File: config.mk
export PLATFORM = sky130hd
export DESIGN_NAME = trf_ctrl
export DESIGN_NICKNAME = d
export VERILOG_FILES = /design/src/rtl/trf_pkg.sv /design/src/rtl/trf_ctrl.sv
export SDC_FILE = /design/constraint.sdc
export NUM_CORES = 1
export LEC_CHECK = 0
export BUFFER_PORTS_ARGS = -buffer_cell sky130_fd_sc_hd__buf_2
export CAP_MARGIN = 5
export CORE_AREA = 2 2 39 41
export CTS_CLUSTER_SIZE = 28
export DETAILED_ROUTE_END_ITERATION = 12
export DIE_AREA = 0 0 41 43
export GPL_TIMING_DRIVEN = 0
export PLACE_DENSITY = 0.73
export SLEW_MARGIN = 20
export SYNTH_ARGS = -nofsm -noshare
export SYNTH_HDL_FRONTEND = slang
export SYNTH_SLANG_ARGS = --single-unit
export TNS_END_PERCENT = 1
File: constraint.sdc
create_clock -name i_clk -period 3.64 [get_ports i_clk]
set_input_delay 0.182 -clock i_clk [delete_from_list [all_inputs] [get_ports i_clk]]
set_output_delay 0.182 -clock i_clk [all_outputs]
set_load 0.005 [all_outputs]
File: src/rtl/trf_pkg.sv
// Package for the trajectory record filter: word sizes, register indexes,
// operand-select codes and the structs between the top, controller and datapath.
// No dependencies.
`timescale 1ns / 1ps
`default_nettype none

package trf_pkg;

    localparam int W = 48;                    // word bits
    localparam int F = 16;                    // fraction bits
    localparam int NFIELD = 8;                // time, pos x/y/z, vel x/y/z, sound speed
    localparam int S_DATA_BITS = ((NFIELD * W - 1 + 7) / 8) * 8;
    localparam int M_DATA_BITS = S_DATA_BITS;
    localparam int CFG_DATA_BITS = 64;
    localparam int CFG_ADDR_BITS = 6;

    // register indexes (byte address / 8)
    localparam logic [2:0] REG_FLAG_FILTER = 3'd0;
    localparam logic [2:0] REG_RANGE_STEP  = 3'd1;
    localparam logic [2:0] REG_TIME_STEP   = 3'd2;
    localparam logic [2:0] REG_TAN_LOOK    = 3'd3;
    localparam logic [2:0] REG_INIT_SEEN   = 3'd4;

    // item kinds
    localparam logic OP_START  = 1'b0;
    localparam logic OP_SAMPLE = 1'b1;

    // arithmetic operand selects
    localparam logic [2:0] SEL_NONE = 3'd0;
    localparam logic [2:0] SEL_ZERO = 3'd1;
    localparam logic [2:0] SEL_SQ   = 3'd2;
    localparam logic [2:0] SEL_RDIV = 3'd3;
    localparam logic [2:0] SEL_IMUL = 3'd4;
    localparam logic [2:0] SEL_IDIV = 3'd5;

    typedef struct packed {
        logic [3:0]   flag_filter;
        logic [W-2:0] range_step;
        logic [W-1:0] time_step;
        logic [W-1:0] tan_look;
        logic [1:0]   init_seen;
    } t_cfg;

    // field 0 time, 1..3 position, 4..6 velocity, 7 sound speed (top bit zero)
    typedef struct packed {
        logic                     op;
        logic [NFIELD-1:0][W-1:0] f;
    } t_item;

    typedef struct packed {
        logic                     valid;
        logic                     rec_valid;
        logic [3:0]               flags;
        logic [NFIELD-1:0][W-1:0] f;
    } t_out;

    typedef struct packed {
        logic       load;
        logic       start;
        logic [2:0] sel;
        logic [2:0] idx;
        logic       commit;
    } t_dp_cmd;

    typedef struct packed {
        logic is_start;
        logic range_hit;
        logic need_div;
        logic need_interp;
        logic arith_done;
        logic out_free;
    } t_dp_status;

    function automatic logic [W-1:0] mag_of(input logic [W-1:0] v);
        return v[W-1] ? (~v + W'(1)) : v;
    endfunction

endpackage

`default_nettype wire

File: src/rtl/trf_ctrl.sv
// Controller: sequences one item at a time, a sample through the shared arithmetic
// unit, and commits it. Uses trf_pkg command and status structs.
`timescale 1ns / 1ps
`default_nettype none

module trf_ctrl (
    input  logic                i_clk,
    input  logic                i_rst_n,
    input  logic                i_s_tvalid,
    input  trf_pkg::t_dp_status i_status,
    output logic                o_s_tready,
    output trf_pkg::t_dp_cmd    o_cmd
);
    import trf_pkg::*;

    localparam logic [2:0] S_IDLE = 3'd0;
    localparam logic [2:0] S_DISP = 3'd1;
    localparam logic [2:0] S_ZMUL = 3'd2;
    localparam logic [2:0] S_SQ   = 3'd3;
    localparam logic [2:0] S_RDIV = 3'd4;
    localparam logic [2:0] S_IMUL = 3'd5;
    localparam logic [2:0] S_IDIV = 3'd6;
    localparam logic [2:0] S_DONE = 3'd7;

    logic [2:0] r_state, n_state;
    logic [2:0] r_idx, n_idx;
    logic       r_launched, n_launched;
    logic       arith_state;

    assign arith_state = (r_state == S_ZMUL) || (r_state == S_SQ) || (r_state == S_RDIV)
                         || (r_state == S_IMUL) || (r_state == S_IDIV);

    always_comb begin
        n_state    = r_state;
        n_idx      = r_idx;
        n_launched = r_launched;
        o_cmd      = '0;
        o_cmd.idx  = r_idx;
        o_cmd.load = (r_state == S_IDLE) && i_s_tvalid;
        if (arith_state) begin
            if (!r_launched) begin
                o_cmd.start = 1'b1;
                n_launched  = 1'b1;
            end else if (i_status.arith_done) begin
                n_launched = 1'b0;
            end
        end
        unique case (r_state)
            S_IDLE: begin
                if (i_s_tvalid) begin
                    n_state = S_DISP;
                end
            end
            S_DISP: begin
                n_idx   = 3'd0;
                n_state = i_status.is_start ? S_DONE : S_ZMUL;
            end
            S_ZMUL: begin
                o_cmd.sel = SEL_ZERO;
                if (r_launched && i_status.arith_done) begin
                    n_state = S_SQ;
                end
            end
            S_SQ: begin
                o_cmd.sel = SEL_SQ;
                if (r_launched && i_status.arith_done) begin
                    if (r_idx != 3'd3) begin
                        n_idx = r_idx + 3'd1;
                    end else begin
                        n_idx = 3'd0;
                        if (i_status.range_hit && i_status.need_div) begin
                            n_state = S_RDIV;
                        end else if (i_status.range_hit && i_status.need_interp) begin
                            n_state = S_IMUL;
                        end else begin
                            n_state = S_DONE;
                        end
                    end
                end
            end
            S_RDIV: begin
                o_cmd.sel = SEL_RDIV;
                if (r_launched && i_status.arith_done) begin
                    n_state = i_status.need_interp ? S_IMUL : S_DONE;
                end
            end
            S_IMUL: begin
                o_cmd.sel = SEL_IMUL;
                if (r_launched && i_status.arith_done) begin
                    n_state = S_IDIV;
                end
            end
            S_IDIV: begin
                o_cmd.sel = SEL_IDIV;
                if (r_launched && i_status.arith_done) begin
                    if (r_idx == 3'd7) begin
                        n_state = S_DONE;
                    end else begin
                        n_idx   = r_idx + 3'd1;
                        n_state = S_IMUL;
                    end
                end
            end
            S_DONE: begin
                if (i_status.out_free) begin
                    o_cmd.commit = 1'b1;
                    n_state      = S_IDLE;
                end
            end
            default: n_state = S_IDLE;
        endcase
    end

    always_ff @(posedge i_clk) begin
        if (!i_rst_n) begin
            r_state    <= S_IDLE;
            r_idx      <= 3'd0;
            r_launched <= 1'b0;
        end else begin
            r_state    <= n_state;
            r_idx      <= n_idx;
            r_launched <= n_launched;
        end
    end

    assign o_s_tready = r_state == S_IDLE;

endmodule

`default_nettype wire
---- Word-level counts from Yosys, hierarchy flattened ----
Cells that the tools add are included.
Widths: inputs -> output; s select.
storage, ports and cells
  register bits ........................... 7
  bits of input ports ..................... 9
  output and inout bits ................... 10
  word-level logic and storage cells ...... 60
cells by class
  $add $sub $neg .......................... 1
  equality and inequality tests ........... 18
  multiplexer cells ....................... 26
  reduce and logical (&&, ||, !) cells .... 12
operators with widths
  cell                 number
  $mux 3               13
  $pmux 3 s8           1
  $eq 3x3->1 const B   5
  $pmux 3 s5           1
  $ne 2x1->1 const B   5
  $pmux 3 s3           1
  $mux 2               4
  $ne 2x2->1 const B   4
  $reduce_and 8->1     1
  $eq 3x2->1 const B   2
  $mux 1               6
  $logic_and 1x1->1    4
  $logic_or 1x1->1     4
  $reduce_and 4->1     1
  $add 3x1->3 const B  1
  $eq 3x1->1 const B   1
  $logic_not 3->1      1
  $ne 3x2->1 const B   1
  $reduce_bool 3->1    1

---- Logic depth before layout (Yosys ltp) ----
Gate-level depths: netlist (run 1).
  depth in word-level cells ............... 6
  gate-level depth with buffers ........... 7
  mapped depth without buffers ............ 7

---- Least setup slack after synthesis (run 1) ----
Ideal clock, no wire load.
  kind .................................... reg-to-reg
  start point ............................. reg r_idx[0]
  end point ............................... reg r_idx[0]
  setup time .............................. 0.075 ns
  arrival time ............................ 1.484 ns
  data required time ...................... 3.565 ns
  slack ................................... 2.081 ns
  cell stages (with the launch flop) ...... 7
  clock period less this slack ............ 1.559 ns
  cells stage by stage .................... dfxtp_1 ha_1 ha_1 nand2b_1 o32ai_2 nand3_1 o22ai_1
on the way
  cells in the longest elaborated chain, start to end .. 4
  elaborated cells between the ends (all ways) .. 10
  classes of those cells .................. 1 x add/sub; 3 x eq/ne; 5 x mux; 1 x reduce/logical
ends and longest elaborated chain
  what                                              RTL line                                        text
  start: declaration                                trf_ctrl.sv:26                                  logic [2:0] r_idx, n_idx;
  start signal: assignment                          trf_ctrl.sv:121                                 r_idx <= n_idx;
  $add 3x1->3 / $ne 3x2->1 (equally long branches)  trf_ctrl.sv:68, trf_ctrl.sv:99, trf_ctrl.sv:67
  $mux 3, on equally long branches                  trf_ctrl.sv:96, trf_ctrl.sv:67
  $mux 3, on equally long branches                  trf_ctrl.sv:95, trf_ctrl.sv:66
  $pmux 3 s3                                        trf_ctrl.sv:48                                  unique case (r_state)
Parallel ways exist; a longest one is shown, timed or not. The select of a mux whose other input is x is not followed.
A chain may end at the register's enable or synchronous reset.

---- Final worst setup path (run 1) ----
Same ends and word-level chain as after synthesis.

==> flow_metrics.tcl, run 1 <==
set metrics [dict create \
    outcome "finished clean" \
    p_leak_nw 0.341 \
    final-max-slew-violation-count 0 \
    holdBufCountCts 0 \
    synth_area_um2 618 \
    ant_nets 0 \
    worst_pin_slew_ps 428 \
    final_cell_area_um2 754 \
    crit_chain "ha_1, ha_1, nand2b_1, o32ai_2, nand3_1, o22ai_1" \
    synth-edff-count 0 \
    fp-row-count 14 \
    grt_pass1_vias 562 \
    rrSetupSlack_ps 1820 \
    synth_top_family_by_area "simple AND/OR/NAND/NOR gates" \
    avgSynthCellArea_um2 7.82 \
    ff_latch_area_um2 140 \
    final.setup.worst_slack_ps 1820 \
    syn_to_final_growth_pct 22.1 \
    synth-compound-area-share_pct 23.9 \
    crit_path_frequent_cell "ha_1" \
    syn-num-nets 92 \
    crit_cells 6 \
    period_share_pct 50.1 \
    synth.distinct_cells 36 \
    drt_iter0_drc 7 \
    synth-xor-area-share_pct 1.42 \
    via_count 634 \
    rsz0062_at_grt "false" \
    tns_ps 0 \
    cap_violations 0 \
    power_uw 522 \
    synth_ff_type "dfxtp_1" \
    cts_repair_resize_count 0 \
    grt_usage_pct 19.4 \
    gp_congestion 0.778 \
    cts_buffers 3 \
    whs_ps 239 \
    dieArea_um2 1760 \
    crit_type "reg -> reg" \
    reg2reg_from "r_idx[0]$_SDFFE_PN0P_" \
    cts_setup_buffers 0 \
    grt_pass1_wl_um 2340 \
    timing.rr.end "r_idx[0]$_SDFFE_PN0P_" \
    slew_headroom_pct 71.5 \
    skew_ps 1.01 \
    nFillCells 136 \
    clk_path_buf_depth 2 \
    clockRootBuffer "clkbuf_4" \
    yosysSeqAreaShare_pct 22.7 \
    port_buffers 18 \
    period_needed_ps 1820 \
    fp.dieW_um 41 \
    yosysTopAreaCell "dfxtp_1" \
    crit_buf_inv 0 \
    cts_tree "done" \
    yosys.area_share.simple_pct 34.0 \
    clk_latency_ps 240 \
    ir_worst_vdd_v 0.000320 \
    critPathSlowestCell "o32ai_2" \
    yosys-mux-area-fraction_pct 1.62 \
    syn-instance-count 79 \
    worstPathRequired_ps 3810 \
    cp-end-kind "register" \
    setup_viol 0 \
    max_freq_mhz 548 \
    netlist_top_cells_count "dfxtp_1, nand2_1, nor2_1" \
    firstDrtPassIters 4 \
    crit_path_start_kind "register" \
    drt_wl_total_um 1440 \
    wl_per_cell_um 12.3 \
    synth_warnings 0 \
    vias_per_cell 5.42 \
    grt_max_degree 11 \
    multi_input_area_um2 427 \
    diodes 0 \
    hpwl_um 1050 \
    dpl_cell_area_um2 728 \
    cts.clk_slew.worst_paths_ps 50 \
    synthArstFlopShare_pct 0 \
    placed_cells 113 \
    cp_top_family "compound AO/OA/AOI/OAI gates" \
    cp_max_fo 5 \
    power_density_nw_per_um2 692 \
    netlist_top_cells_area "dfxtp_1, ha_1, nand2_1" \
    grt_remaining_overflow 0 \
    coreArea_um2 1380 \
    critPathMaxStageDelay_ps 430 \
    die_y_um 43 \
    crit_end "r_idx[0]$_SDFFE_PN0P_" \
    route.detailed.drc 0 \
    reg2regPathDepth 6 \
    critPathArrivalTime_ps 1990 \
    yosysTopAreaCellShare_pct 22.7 \
    synth-seq-cells 7 \
    stdcell_count 117 \
    htree_levels 1 \
    fin_util_pct 54.5 \
    synth_fa_ha_area_share_pct 8.10 \
    nets 115 \
    antenna_found_initial 0 \
    drive_gt1_share_pct 28.7 \
    post-place-ws_ps 1880 \
    clock-sinks 7 \
    start_util_pct 44.7 \
    hp-class "in -> reg" \
    io_pins 19 \
    cp-startpoint "r_idx[0]$_SDFFE_PN0P_" \
    hold_viol_final 0 \
]
==> cell type report <==
type,count,area share [%]
well taps,16,2.65
clock buffers,4,3.48
flip-flops and latches,7,18.6
inverters,5,2.49
repair buffers,18,11.9
plain buffers,4,4.31
multi-input cells,63,56.6
==> logic make-up after synthesis <==
kind of cell | after synthesis
xor+xnor | 1
buf+inv | 9
flops | 7
fa+ha+maj | 4
mux | 1
compound gates | 21
simple gates | 36
==> worst min-delay path by stage <==
stage          depth (start not counted)                  start                     to  slack (ps)
2_1_floorplan                          1                i_rst_n  r_idx[2]$_SDFFE_PN0P_         300
3_3_place_gp                           2  r_idx[1]$_SDFFE_PN0P_  r_idx[1]$_SDFFE_PN0P_         470
3_5_place_dp                           2  r_idx[1]$_SDFFE_PN0P_  r_idx[1]$_SDFFE_PN0P_         480
4_1_cts                                2                i_rst_n  r_idx[2]$_SDFFE_PN0P_         240
5_1_grt                                2                i_rst_n  r_idx[2]$_SDFFE_PN0P_         240
6_report                               2                i_rst_n  r_idx[2]$_SDFFE_PN0P_         240
==> registers in the layout (all words and copies together), names as in the netlist <==
signal and flops:
r_launched 1, r_state 3, r_idx 3
==> power by group <==
| group | internal, mW | switching, mW | total (mW) |
|---|---|---|---|
| clock | 0.0416 | 0.0251 | 0.0667 |
| combinational | 0.153 | 0.178 | 0.331 |
| sequential | 0.0978 | 0.0268 | 0.125 |
| total | 0.292 | 0.230 | 0.522 |
==> per-layer routing <==
layer,share of wire (%),vias up,track usage (%),wire (µm)
met2,45,17,28.7,649
met5,0,-,0,0
met3,5.2,2,3.14,75
li1,-,333,-,-
met4,0.83,0,8.00,12
met1,49,282,26.7,702
==> worst reg2reg max path: stages (launching register included) <==
cell and delay, ps:
dfxtp_1 330, ha_1 240, ha_1 200, nand2b_1 150, o32ai_2 430, nand3_1 200, o22ai_1 190
==> cells in the final DEF (no fill, tap or decap), drive strengths merged, types with 2 or more instances in the layout <==
cell type	n
a21oi	3
a31oi	2
and2	2
and3	2
buf	22
clkbuf	4
dfxtp	7
ha	4
inv	5
nand2	7
nand2b	5
nand3	4
nor2	6
nor3	3
o21ai	4
o22ai	4
(Power assumes the default switching activity.)
==> inputs of run 2 (changes only) <==
--- a/config.mk
+++ b/config.mk
@@ -7,12 +7,12 @@
 export LEC_CHECK = 0
 export BUFFER_PORTS_ARGS = -buffer_cell sky130_fd_sc_hd__buf_2
 export CAP_MARGIN = 5
-export CORE_AREA = 2 2 39 41
+export CORE_AREA = 2 2 41 43
 export CTS_CLUSTER_SIZE = 28
 export DETAILED_ROUTE_END_ITERATION = 12
-export DIE_AREA = 0 0 41 43
+export DIE_AREA = 0 0 43 45
 export GPL_TIMING_DRIVEN = 0
-export PLACE_DENSITY = 0.73
+export PLACE_DENSITY = 0.7
 export SLEW_MARGIN = 20
 export SYNTH_ARGS = -nofsm -noshare
 export SYNTH_HDL_FRONTEND = slang
==> constraint.sdc (replaced) <==
create_clock -name i_clk -period 1.6 [get_ports i_clk]
set_input_delay 0.08 -clock i_clk [delete_from_list [all_inputs] [get_ports i_clk]]
set_output_delay 0.08 -clock i_clk [all_outputs]
set_load 0.005 [all_outputs]
==> run 2 against run 1 <==
  * Power rose by 150%
  * First-iteration DRC count rose by 86%
  * Via count rose by 3.3%
  * Flip-flop and latch count did not move
  * Die area rose by 9.8%
  * Clock skew rose by 5.0 ps
  * Largest power group unchanged
==> flow_metrics.tcl, run 2 (same netlist as run 1, synthesis figures left out) <==
set metrics [dict create \
    hpwl_um 1060 \
    cp-startpoint "r_idx[0]$_SDFFE_PN0P_" \
    power_mw 1.30 \
    whs_ps 128 \
    grt_pass1_wl_um 2300 \
    dpl_cell_area_um2 728 \
    crit_type "reg -> reg" \
    crit_end "r_idx[2]$_SDFFE_PN0P_" \
    htree_levels 1 \
    die_y_um 45 \
    cp_top_family "compound AO/OA/AOI/OAI gates" \
    clockRootBuffer "clkbuf_4" \
    rsz0062_at_grt "true" \
    io_pins 19 \
    max_freq_mhz 646 \
    coreArea_um2 1470 \
    mostFrequentLayoutCells "buf_2, nand2_1, nor2_1" \
    drt_iter0_drc 13 \
    crit_buf_inv 0 \
    worst_pin_slew_ps 331 \
    dieArea_um2 1940 \
    gp_congestion 0.762 \
    skew_ps 6.02 \
    hp-class "in -> reg" \
    start_util_pct 42.0 \
    route.detailed.drc 0 \
    fp.dieW_um 43 \
    drive_gt1_share_pct 39.2 \
    layout_commonest_cell "buf_2" \
    crit_cells 6 \
    fp-row-count 14 \
    nets 116 \
    crit_chain "ha_4, ha_1, nand2b_4, o32ai_4, and3_1, o21a_1" \
    multi_input_area_um2 475 \
    outcome "finished clean" \
    grt_max_degree 11 \
    reg2regPathDepth 6 \
    final_cell_area_um2 818 \
    nFillCells 144 \
    clk_latency_ps 250 \
    reg2reg_from "r_idx[0]$_SDFFE_PN0P_" \
    ir_worst_vdd_v 0.000757 \
    critPathMaxStageDelay_ps 340 \
    antenna_found_initial 0 \
    critPathSlowestCell "dfxtp_2" \
    ff_latch_area_um2 145 \
    grt_remaining_overflow 0 \
    final-max-slew-violation-count 0 \
    vias_per_cell 5.55 \
    timing.rr.end "r_idx[2]$_SDFFE_PN0P_" \
    cap_violations 0 \
    via_count 655 \
    period_share_pct 96.7 \
    slew_headroom_pct 77.9 \
    cp_max_fo 4 \
    grt_pass1_vias 583 \
    port_buffers 18 \
    firstDrtPassIters 4 \
    setup_viol 0 \
    grt_usage_pct 16.0 \
    tns_ps 0 \
    diodes 0 \
    wl_per_cell_um 12.6 \
    rrSetupSlack_ps 50 \
    worstPathRequired_ps 1800 \
    clk_path_buf_depth 2 \
    ant_nets 0 \
    period_needed_ps 1550 \
    clock-sinks 7 \
    cts_buffers 3 \
    power_density_nw_per_um2 1590 \
    crit_path_start_kind "register" \
    syn_to_final_growth_pct 32.4 \
    critPathArrivalTime_ps 1740 \
    hold_viol_final 0 \
    top_regs "r_idx x3, r_state x3, r_launched x1" \
    holdBufCountCts 0 \
    cts.clk_slew.worst_paths_ps 50 \
    drt_wl_total_um 1490 \
    p_leak_nw 0.353 \
    cp-end-kind "register" \
    cts_tree "done" \
]
==> run 2: repair_timing <==
item / in CTS / in global routing
pin swaps: 2 / 4
buffers inserted: 1 / 0
resized for setup: 7 / 6
setup endpoints to repair: 5 / 8
==> run 2: where the power goes <==
part	leakage, nW	internal (mW)	switching, mW	total (mW)
logic	0.279	0.398	0.450	0.848
registers	0.0590	0.228	0.0704	0.298
clock network	0.0150	0.0948	0.0600	0.155
==> run 2: how the worst min path moves through the flow <==
stage            start                    end  slack, ps  cells after the start
2_1_floorplan  i_rst_n  r_idx[2]$_SDFFE_PN0P_        200                      1
3_3_place_gp   i_rst_n  r_idx[2]$_SDFFE_PN0P_        390                      2
3_5_place_dp   i_rst_n  r_idx[2]$_SDFFE_PN0P_        390                      2
4_1_cts        i_rst_n  r_idx[2]$_SDFFE_PN0P_        130                      2
5_1_grt        i_rst_n  r_idx[2]$_SDFFE_PN0P_        130                      2
6_report       i_rst_n  r_idx[2]$_SDFFE_PN0P_        130                      2
==> run 2: per-layer routing <==
metal / wire (µm) / global-route usage [%] / share of wire (%) / up-vias
li1: - / - / - / 335
met1: 691 / 18.6 / 46 / 295
met2: 692 / 27.0 / 47 / 21
met3: 72 / 2.40 / 4.8 / 4
met4: 31 / 11.5 / 2.1 / 0
met5: 0 / 0 / 0 / -
==> run 2: final cells by class <==
type	count	share of cell area (%)
flip-flops and latches	7	17.7
inverters	5	2.29
well taps	16	2.45
clock buffers	4	3.21
repair buffers	19	11.9
multi-input cells	63	58.1
plain buffers	4	4.28
==> run 2: per-stage QoR <==
stage / instances / utilization, % / setup slack, ps
global route: 118 / 55.6 / -30.6
CTS: 118 / 54.2 / -2.84
finish: 118 / 55.6 / 52.8
floorplan: 79 / - / 41.2
detailed placement: 113 / 49.5 / -129
global placement: 113 / 49.5 / -92.7
